`config.mk`:
```
export PLATFORM = sky130hd
export DESIGN_NAME = thermistor_adc_to_celsius
export DESIGN_NICKNAME = d
export VERILOG_FILES = /design/src/rtl/tac_pkg.sv /design/src/rtl/tac_seg_find.sv /design/src/rtl/thermistor_adc_to_celsius.sv
export SDC_FILE = /design/constraint.sdc
export NUM_CORES = 1
export LEC_CHECK = 0
export BUFFER_PORTS_ARGS = -buffer_cell sky130_fd_sc_hd__buf_4
export CAP_MARGIN = 20
export CELL_PAD_IN_SITES_DETAIL_PLACEMENT = 1
export CELL_PAD_IN_SITES_GLOBAL_PLACEMENT = 1
export CORE_ASPECT_RATIO = 1.5
export CORE_MARGIN = 8
export CORE_UTILIZATION = 40
export CTS_CLUSTER_SIZE = 25
export DETAILED_ROUTE_END_ITERATION = 10
export PLACE_DENSITY_LB_ADDON = 0.1
export REMOVE_ABC_BUFFERS = 1
export SYNTH_ARGS = -nofsm -noshare
export SYNTH_HDL_FRONTEND = slang
export SYNTH_SLANG_ARGS = --single-unit
```
`constraint.sdc`:
```
create_clock -name clock -period 6.26 [get_ports clock]
set_clock_uncertainty 0.05 [all_clocks]
set_input_delay 1.252 -clock clock [delete_from_list [all_inputs] [get_ports clock]]
set_output_delay 1.252 -clock clock [all_outputs]
set_load 0.01 [all_outputs]
```
`src/rtl/tac_pkg.sv`:
```
// shared types, constants and table functions for the thermistor adc to celsius converter
// no dependencies

package tac_pkg;

   localparam int unsigned CODE_W = 10;
   localparam int unsigned SEG_W  = 5;   // segment index 0..17
   localparam int unsigned DIFF_W = 6;   // distance to upper breakpoint, at most 58
   localparam int unsigned NUM_W  = 9;   // distance times five, at most 290
   localparam int unsigned FRAC_W = 3;   // interpolated step 0..5
   localparam int unsigned TEMP_W = 8;

   localparam int unsigned NUM_SEGS = 18;

   localparam logic [CODE_W-1:0] CODE_HIGH = 10'd834;
   localparam logic [CODE_W-1:0] CODE_LOW  = 10'd100;
   localparam logic signed [TEMP_W-1:0] TEMP_BASE = -8'sd5;

   // segment lookup result handed from the search to the pipeline
   typedef struct packed {
      logic             in_range;
      logic [SEG_W-1:0] seg;
   } seg_type;

   // descending breakpoint table, one point every five degrees from -5 C
   function automatic logic [CODE_W-1:0] tac_knee(input logic [SEG_W-1:0] idx);
      logic [CODE_W-1:0] k;
      unique case (idx)
         5'd0:    k = 10'd834;
         5'd1:    k = 10'd789;
         5'd2:    k = 10'd739;
         5'd3:    k = 10'd685;
         5'd4:    k = 10'd628;
         5'd5:    k = 10'd570;
         5'd6:    k = 10'd512;
         5'd7:    k = 10'd456;
         5'd8:    k = 10'd404;
         5'd9:    k = 10'd355;
         5'd10:   k = 10'd310;
         5'd11:   k = 10'd270;
         5'd12:   k = 10'd235;
         5'd13:   k = 10'd204;
         5'd14:   k = 10'd177;
         5'd15:   k = 10'd153;
         5'd16:   k = 10'd133;
         5'd17:   k = 10'd115;
         5'd18:   k = 10'd100;
         default: k = 10'd100;
      endcase
      return k;
   endfunction

   // width of segment idx in adc codes
   function automatic logic [DIFF_W-1:0] tac_span(input logic [SEG_W-1:0] idx);
      logic [CODE_W-1:0] d;
      d = tac_knee(idx) - tac_knee(idx + 5'd1);
      return d[DIFF_W-1:0];
   endfunction

endpackage

```
`src/rtl/tac_seg_find.sv`:
```
// breakpoint search: range check and first segment whose lower breakpoint is at or below the code
// depends on tac_pkg

module tac_seg_find (
   input  logic [tac_pkg::CODE_W-1:0] code,
   output tac_pkg::seg_type           seg_info
);
   import tac_pkg::*;

   logic [SEG_W-1:0] seg_sel;

   // priority search, lowest segment index wins
   always_comb begin
      seg_sel = SEG_W'(NUM_SEGS - 1);
      for (int i = NUM_SEGS - 1; i >= 0; i--) begin
         if (code >= tac_knee(SEG_W'(i + 1))) begin
            seg_sel = SEG_W'(i);
         end
      end
   end

   assign seg_info.in_range = (code <= CODE_HIGH) && (code >= CODE_LOW);
   assign seg_info.seg      = seg_sel;

endmodule

```
`src/rtl/thermistor_adc_to_celsius.sv`:
```
// thermistor adc code to whole degrees celsius, four-stage interpolation pipeline
// stages in order: search, scale, divide-by-compare and sum, each with its own register
// throughput: one request per cycle while rsp_ready allows; a stalled stage holds while
// empty stages ahead still fill
// reset: synchronous active high, clears all stage valid bits; payload is not reset
// depends on tac_pkg and tac_seg_find

module thermistor_adc_to_celsius (
   input  logic                              clock,
   input  logic                              reset,
   input  logic                              req_valid,
   output logic                              req_ready,
   input  logic [tac_pkg::CODE_W-1:0]        req_adc_code,
   output logic                              rsp_valid,
   input  logic                              rsp_ready,
   output logic                              rsp_in_range,
   output logic signed [tac_pkg::TEMP_W-1:0] rsp_temp_celsius
);
   import tac_pkg::*;

   // stage valid bits
   logic s1_valid_ff, s2_valid_ff, s3_valid_ff, s4_valid_ff;
   logic s1_en, s2_en, s3_en, s4_en;

   // stage payload
   tac_pkg::seg_type  seg_in;
   logic              s1_ok_ff;
   logic [SEG_W-1:0]  s1_seg_ff;
   logic [CODE_W-1:0] s1_code_ff;

   logic [DIFF_W-1:0] diff;
   logic [NUM_W-1:0]  s2_num_in;
   logic              s2_ok_ff;
   logic [SEG_W-1:0]  s2_seg_ff;
   logic [NUM_W-1:0]  s2_num_ff;

   logic [FRAC_W-1:0] s3_frac_in;
   logic              s3_ok_ff;
   logic [SEG_W-1:0]  s3_seg_ff;
   logic [FRAC_W-1:0] s3_frac_ff;

   logic [6:0]              sum_u;
   logic signed [TEMP_W-1:0] s4_temp_in;
   logic                     s4_ok_ff;
   logic signed [TEMP_W-1:0] s4_temp_ff;

   // a stage loads when it is empty or its contents move on
   assign s4_en     = !s4_valid_ff || rsp_ready;
   assign s3_en     = !s3_valid_ff || s4_en;
   assign s2_en     = !s2_valid_ff || s3_en;
   assign s1_en     = !s1_valid_ff || s2_en;
   assign req_ready = s1_en;

   always_ff @(posedge clock) begin
      if (reset) begin
         s1_valid_ff <= 1'b0;
         s2_valid_ff <= 1'b0;
         s3_valid_ff <= 1'b0;
         s4_valid_ff <= 1'b0;
      end else begin
         if (s1_en) s1_valid_ff <= req_valid;
         if (s2_en) s2_valid_ff <= s1_valid_ff;
         if (s3_en) s3_valid_ff <= s2_valid_ff;
         if (s4_en) s4_valid_ff <= s3_valid_ff;
      end
   end

   // stage 1: range check and segment search
   tac_seg_find u_seg_find (
      .code     (req_adc_code),
      .seg_info (seg_in)
   );

   always_ff @(posedge clock) begin
      if (s1_en) begin
         s1_ok_ff   <= seg_in.in_range;
         s1_seg_ff  <= seg_in.seg;
         s1_code_ff <= req_adc_code;
      end
   end

   // stage 2: distance below the upper breakpoint, scaled by five
   always_comb begin
      logic [CODE_W-1:0] d;
      d    = tac_knee(s1_seg_ff) - s1_code_ff;
      diff = s1_ok_ff ? d[DIFF_W-1:0] : '0;
      s2_num_in = {1'b0, diff, 2'b00} + {3'b000, diff};
   end

   always_ff @(posedge clock) begin
      if (s2_en) begin
         s2_ok_ff  <= s1_ok_ff;
         s2_seg_ff <= s1_seg_ff;
         s2_num_ff <= s2_num_in;
      end
   end

   // stage 3: floor divide by segment span, quotient 0..5 by parallel compares
   always_comb begin
      logic [DIFF_W-1:0] span;
      logic [NUM_W-1:0]  mult;
      span       = tac_span(s2_seg_ff);
      s3_frac_in = '0;
      for (int j = 1; j <= 5; j++) begin
         mult = NUM_W'(span) * NUM_W'(j);
         if (s2_num_ff >= mult) begin
            s3_frac_in = s3_frac_in + FRAC_W'(1);
         end
      end
   end

   always_ff @(posedge clock) begin
      if (s3_en) begin
         s3_ok_ff   <= s2_ok_ff;
         s3_seg_ff  <= s2_seg_ff;
         s3_frac_ff <= s3_frac_in;
      end
   end

   // stage 4: base temperature plus five per segment plus fraction
   assign sum_u      = {s3_seg_ff, 2'b00} + {2'b00, s3_seg_ff} + {4'b0000, s3_frac_ff};
   assign s4_temp_in = s3_ok_ff ? ($signed({1'b0, sum_u}) + TEMP_BASE) : '0;

   always_ff @(posedge clock) begin
      if (s4_en) begin
         s4_ok_ff   <= s3_ok_ff;
         s4_temp_ff <= s4_temp_in;
      end
   end

   assign rsp_valid        = s4_valid_ff;
   assign rsp_in_range     = s4_ok_ff;
   assign rsp_temp_celsius = s4_temp_ff;

endmodule

```
# After elaboration in Yosys (flattened, before gate mapping)
# Memories as Yosys holds them, arrays and structs flattened. A register that Yosys moved wholly into a read port is not among the register bits.
# Index checks and enable logic that the tools add are counted.
[word_totals] word_cells=95 reg_bits=49 output_inout_bits=11 n_memories=3 rom_bits=960 in_bits=14
[classes] n_addsub=11 reduce_logical=13 n_mux=23 n_lt_le_gt_ge=24 mul=2
[mem_list] name="(no name shown)" depth=32 word_bits=10 read_ports=1 rd_ports_with_merged_regs=1 write_ports=0 line_no="tac_pkg.sv:28" rtl="unique case (idx)"
[mem_list] name="(no name shown)" depth=32 word_bits=10 read_ports=1 rd_ports_with_merged_regs=0 write_ports=0 line_no="tac_pkg.sv:28"
[mem_list] name="(no name shown)" depth=32 word_bits=10 read_ports=1 rd_ports_with_merged_regs=0 write_ports=0 line_no="tac_pkg.sv:28"
[ops] operator="greater-or-equal comparator 10 bit (second input constant)" count=6
[ops] operator="greater-or-equal comparator 10 x 8 -> 1 bit (second input constant)" count=5
[ops] operator="greater-or-equal comparator 10 x 9 -> 1 bit (second input constant)" count=5
[ops] operator="2-to-1 mux 4 bit" count=8
[ops] operator="2-to-1 mux 3 bit" count=8
[ops] operator="greater-or-equal comparator 10 x 7 -> 1 bit (second input constant)" count=2
[ops] operator="greater-or-equal comparator 9 x 8 -> 1 bit" count=2
[ops] operator="OR reduction 16 bit" count=1
[ops] operator="adder 3 x 1 -> 3 bit (second input constant)" count=4
[ops] operator="subtractor 6 bit" count=2
[ops] operator="less-or-equal comparator 10 bit (second input constant)" count=1
[ops] operator="adder 8 x 6 -> 9 bit" count=1
[ops] operator="greater-or-equal comparator 9 x 6 -> 1 bit" count=1
[ops] operator="greater-or-equal comparator 9 x 7 -> 1 bit" count=1
[ops] operator="greater-or-equal comparator 9 bit" count=1
[ops] operator="multiplier 6 x 3 -> 9 bit (second input constant)" count=1
[ops] operator="adder 7 x 8 -> 8 bit (second input constant)" count=1
[ops] operator="multiplier 6 x 2 -> 8 bit (second input constant)" count=1
[ops] operator="OR reduction 8 bit" count=1
[ops] operator="adder 7 x 3 -> 7 bit" count=1
[ops] operator="adder 7 x 5 -> 7 bit" count=1
[ops] operator="2-to-1 mux 6 bit" count=1
[ops] operator="adder 5 x 1 -> 5 bit (second input constant)" count=1
[ops] operator="2-to-1 mux 5 bit" count=1
[ops] operator="other kinds (7)" count=16

# Longest topological paths before layout
[logic_depth] ltp_word=17 mapped_depth=33 depth_no_buf=32

# Cells and area by module
# A second synthesis with hierarchy kept.
[hier_totals] hier_cells=612 area_unflattened_um2=5706.7
[by_module_without_submodules] module="thermistor_adc_to_celsius" seq_area_each_um2=1671.6 area_each_um2=5200.0 cells_each=529 instances=1
[by_module_without_submodules] module="tac_seg_find" seq_area_each_um2=0.0 area_each_um2=506.7 cells_each=83 instances=1

# Least setup slack after synthesis
# No wires, ideal clock.
[synth_timing] path_kind="flip-flop to flip-flop" startpoint="register s2_seg_ff[1]" endpoint="register s3_frac_ff[1], data pin" t_arrival_ns=5.985 setup_slack_ns=-0.034 path_stages_with_launch=29 period_less_slack_ns=6.294 setup_ns=0.260 t_required_ns=5.950 n_path_buf=1 path_cell_list="edfxtp_1 -> ha_1 -> inv_1 -> ha_1 -> buf_1 -> inv_1 -> ha_1 -> a22o_2 -> ha_1 -> fa_1 -> xnor2_1 -> inv_1 -> fa_1 -> inv_1 -> a21oi_1 -> o21bai_1 -> xor2_1 -> xnor2_1 -> ha_1 -> o21ai_0 -> a21oi_1 -> nor3_1 -> a31oi_1 -> mux2i_1 -> ha_1 -> inv_1 -> a211oi_2 -> ha_1 -> mux2_2"
[synth_between] elab_chain_cells=13 word_cells_on_any_way=19 classes_between="add/sub (6); mul (2); order compare (5); mux (5); memory (1)"
[synth_lines] element="from (decl)" line_no="thermistor_adc_to_celsius.sv:34" rtl="logic [SEG_W-1:0] s2_seg_ff;"
[synth_lines] element="from (signal assigned)" line_no="thermistor_adc_to_celsius.sv:93" rtl="s2_seg_ff <= s1_seg_ff;"
[synth_lines] element="adder 5 x 1 -> 5 bit *" line_no="tac_pkg.sv:56" rtl="d = tac_knee(idx) - tac_knee(idx + 5'd1);"
[synth_lines] element="memory read (32 x 10 bit) *"
[synth_lines] element="subtractor 6 bit *" line_no="tac_pkg.sv:56"
[synth_lines] element="branches (longest 9 deep; another with greater-or-equal comparator 9 x 8 -> 1 bit)"
[synth_lines] element="2-to-1 mux 3 bit *" line_no="thermistor_adc_to_celsius.sv:106" rtl="if (s2_num_ff >= mult) begin"
[synth_lines] element="via s3_frac_in[1]" line_no="thermistor_adc_to_celsius.sv:37" rtl="logic [FRAC_W-1:0] s3_frac_in;"
[synth_lines] element="to (signal assigned)" line_no="thermistor_adc_to_celsius.sv:116" rtl="s3_frac_ff <= s3_frac_in;"
[synth_lines] element="to (decl)" line_no="thermistor_adc_to_celsius.sv:40" rtl="logic [FRAC_W-1:0] s3_frac_ff;"
# Mark *: on every way through the listed nets, which the timed path passes.
# A chain may end at the register's enable or synchronous reset.

# Final worst setup path
[layout_timing] startpoint="register s2_seg_ff[2]" endpoint="register s3_frac_ff[1], data pin"
# Same word-level chain as after synthesis.

==> flow_summary.yaml <==
die:
  dieArea_sq_mm: 0.0176
  core_sq_mm: 0.0134
  num_rows: 52
  die_h_microns: 159
  ioPinCount: 25
  start_util_pct: 40.5
  die_w_microns: 111
timing:
  fin_tns_setup_ns: 0
  hold_viol: 0
  setup-violations-final: 0
  fin_crit_sh_pct: 97.3
  fmax_mhz: 164
  tightestPinTransition_ns: 0.795
  period_needed_ns: 6.09
  maxSlewHeadroom_pct: 47.0
  slew_violations: 0
yosys:
  ys_types: 70
  synth_most_common_cell: "ha_1"
  yosysSeqAreaShare_pct: 28.6
  synth.area.top_cells: "edfxtp_1 (25%), ha_1 (20%), inv_1 (4.6%)"
  synth_common_cells: "ha_1 (88), inv_1 (66), a21oi_1 (48)"
  synth_top_area_share_pct: 24.9
  synthFlopType: "edfxtp_1"
  synthArstFlopShare_pct: 0
  ys_warn_count: 0
  synth.largest_area_cell: "edfxtp_1"
  synth_edf_count: 45
  synth_seq_cells: 55
  syn_inst: 606
  syn_area_per_cell_sq_um: 8.95
  synth_area_sq_mm: 0.00542
setup_path:
  end_kind: "flip-flop"
  arrival_ns: 6.10
  critPathTopFamily: "compound AO/OA/AOI/OAI gates"
  start_kind: "flip-flop"
  critical_path.max_stage_delay_ns: 0.55
  critical_path.max_fanout: 8
  worstPathRequired_ns: 6.26
  crit_type: "flip-flop to flip-flop"
  cp_num_buf_inv: 6
  slowest_stage: "edfxtp_1"
clock_network:
  cts_made_buffers: 5
  tritoncts: "built"
  cts.clk_slew.worst_paths_ns: 0.08
  clock_latency_ns: 0.30
  cts_root_buffer: "clkbuf_16"
  h-tree-depth: 2
  cts_num_sinks: 55
  cts.path.max_buffers: 2
  cts_hold_buf: 0
detailed_routing:
  ant_nets: 0
  wl_microns: 14500
  viasPerCell: 5.57
  firstDrtPassIters: 4
  initialDrtViolationCount: 94
  vias: 4561
  routedWlPerCell_microns: 17.7
  drc_errors: 0
power_and_ir_drop:
  power.total_mw: 4.10
  powerDensity_mw_per_mm2: 647
  ir_drop_uv: 297
  p_leak_nw: 2.85
global_route:
  grt_use_total_pct: 16.0
  grt_pass1_wl_microns: 23100
  grt_max_degree: 20
  grt_overflow: 0
  grt_pass1_vias: 4893
  grt_antenna_before_repair: 0
finish:
  area_growth_pct: 16.7
  final_cell_area_sq_mm: 0.00633
  final_util_pct: 47.2
  fin_nets: 765
  n_fill_cell: 1560
  antenna_cells: 0
  layout-drive-gt1-share_pct: 17.7
placed_design:
  gp_congestion: 0.824
  placed_area_sq_mm: 0.00584
  dp_hpwl_microns: 11600
  portBuffers: 24
hold_path:
  hp-class: "flip-flop to flip-flop"
flow_run:
  maxCapViolCount: 0
status:
  status: "completed"
cells in the final DEF, fill, tap and decap left out, types with 7 or more instances in the layout:
cell type / netlist / final
ha_1: 88 / 80
inv_1: 66 / 59
buf_4: 0 / 55
nand2_1: 47 / 46
a21oi_1: 48 / 45
edfxtp_1: 45 / 45
o21ai_0: 45 / 43
nor2_1: 38 / 38
xnor2_1: 24 / 19
a21o_1: 17 / 17
xor2_1: 14 / 14
nor3_1: 14 / 14
nor2b_1: 13 / 13
dfxtp_1: 10 / 10
nand3_1: 11 / 9
a31oi_1: 8 / 7
per-stage QoR:
step	hold slack, ns	worst slack, ns	cells
6_report	0.412	0.167	819
3_3_place_gp	0.387	0.0427	789
2_1_floorplan	0.350	0.104	590
5_1_grt	0.421	-0.143	819
3_5_place_dp	0.392	-0.152	789
4_1_cts	0.407	0.0413	797
final cells by class:
type	count	area (sq um)	area share, %
clock inverter	2	17.5	0.277
sequential	55	1550	24.5
tap	162	203	3.20
timing repair buffer	59	458	7.23
clock buffer	6	129	2.04
inverter	68	259	4.09
multi-input combinational	467	3710	58.7
cells by family after synthesis:
kind of cell               count (synthesis)  synth area share, %
AOI/OAI and AO/OA                        164                 19.4
buffers and inverters                     84                 5.97
DFF                                       55                 28.6
xor gates and xnor gates                  41                 7.24
adders and majority gates                 97                 23.3
and+or+nand+nor                          161                 14.7
muxes                                      4                0.761
what timing repair did:
item	in CTS	in global routing
pin swaps	0	16
resized for setup	3	39
buffers inserted	0	22
endpoints found under the setup margin	2	3
worst paths after layout:
path / start / to / slack (ns) / cells after the start
hold / removal: s2_ok_ff / s3_ok_ff / 0.41 / 0
setup reg to reg: s2_seg_ff[2] / s3_frac_ff[1] / 0.17 / 29
setup / recovery: s2_seg_ff[2] / s3_frac_ff[1] / 0.17 / 29
hold reg to reg: s2_ok_ff / s3_ok_ff / 0.41 / 0
power breakdown:
group / internal [mW] / switching, mW
registers: 0.566 / 0.0932
clock network: 0.151 / 0.133
logic: 1.52 / 1.64
metal layers:
| layer | global-route usage [%] | vias up | routed length (microns) |
|---|---|---|---|
| met4 | 8.03 | 0 | 629 |
| li1 | - | 2256 | - |
| met2 | 34.1 | 51 | 8500 |
| met5 | 0 | - | 0 |
| met3 | 2.00 | 33 | 200 |
| met1 | 14.0 | 2221 | 5130 |
(Power assumes the default switching activity.)
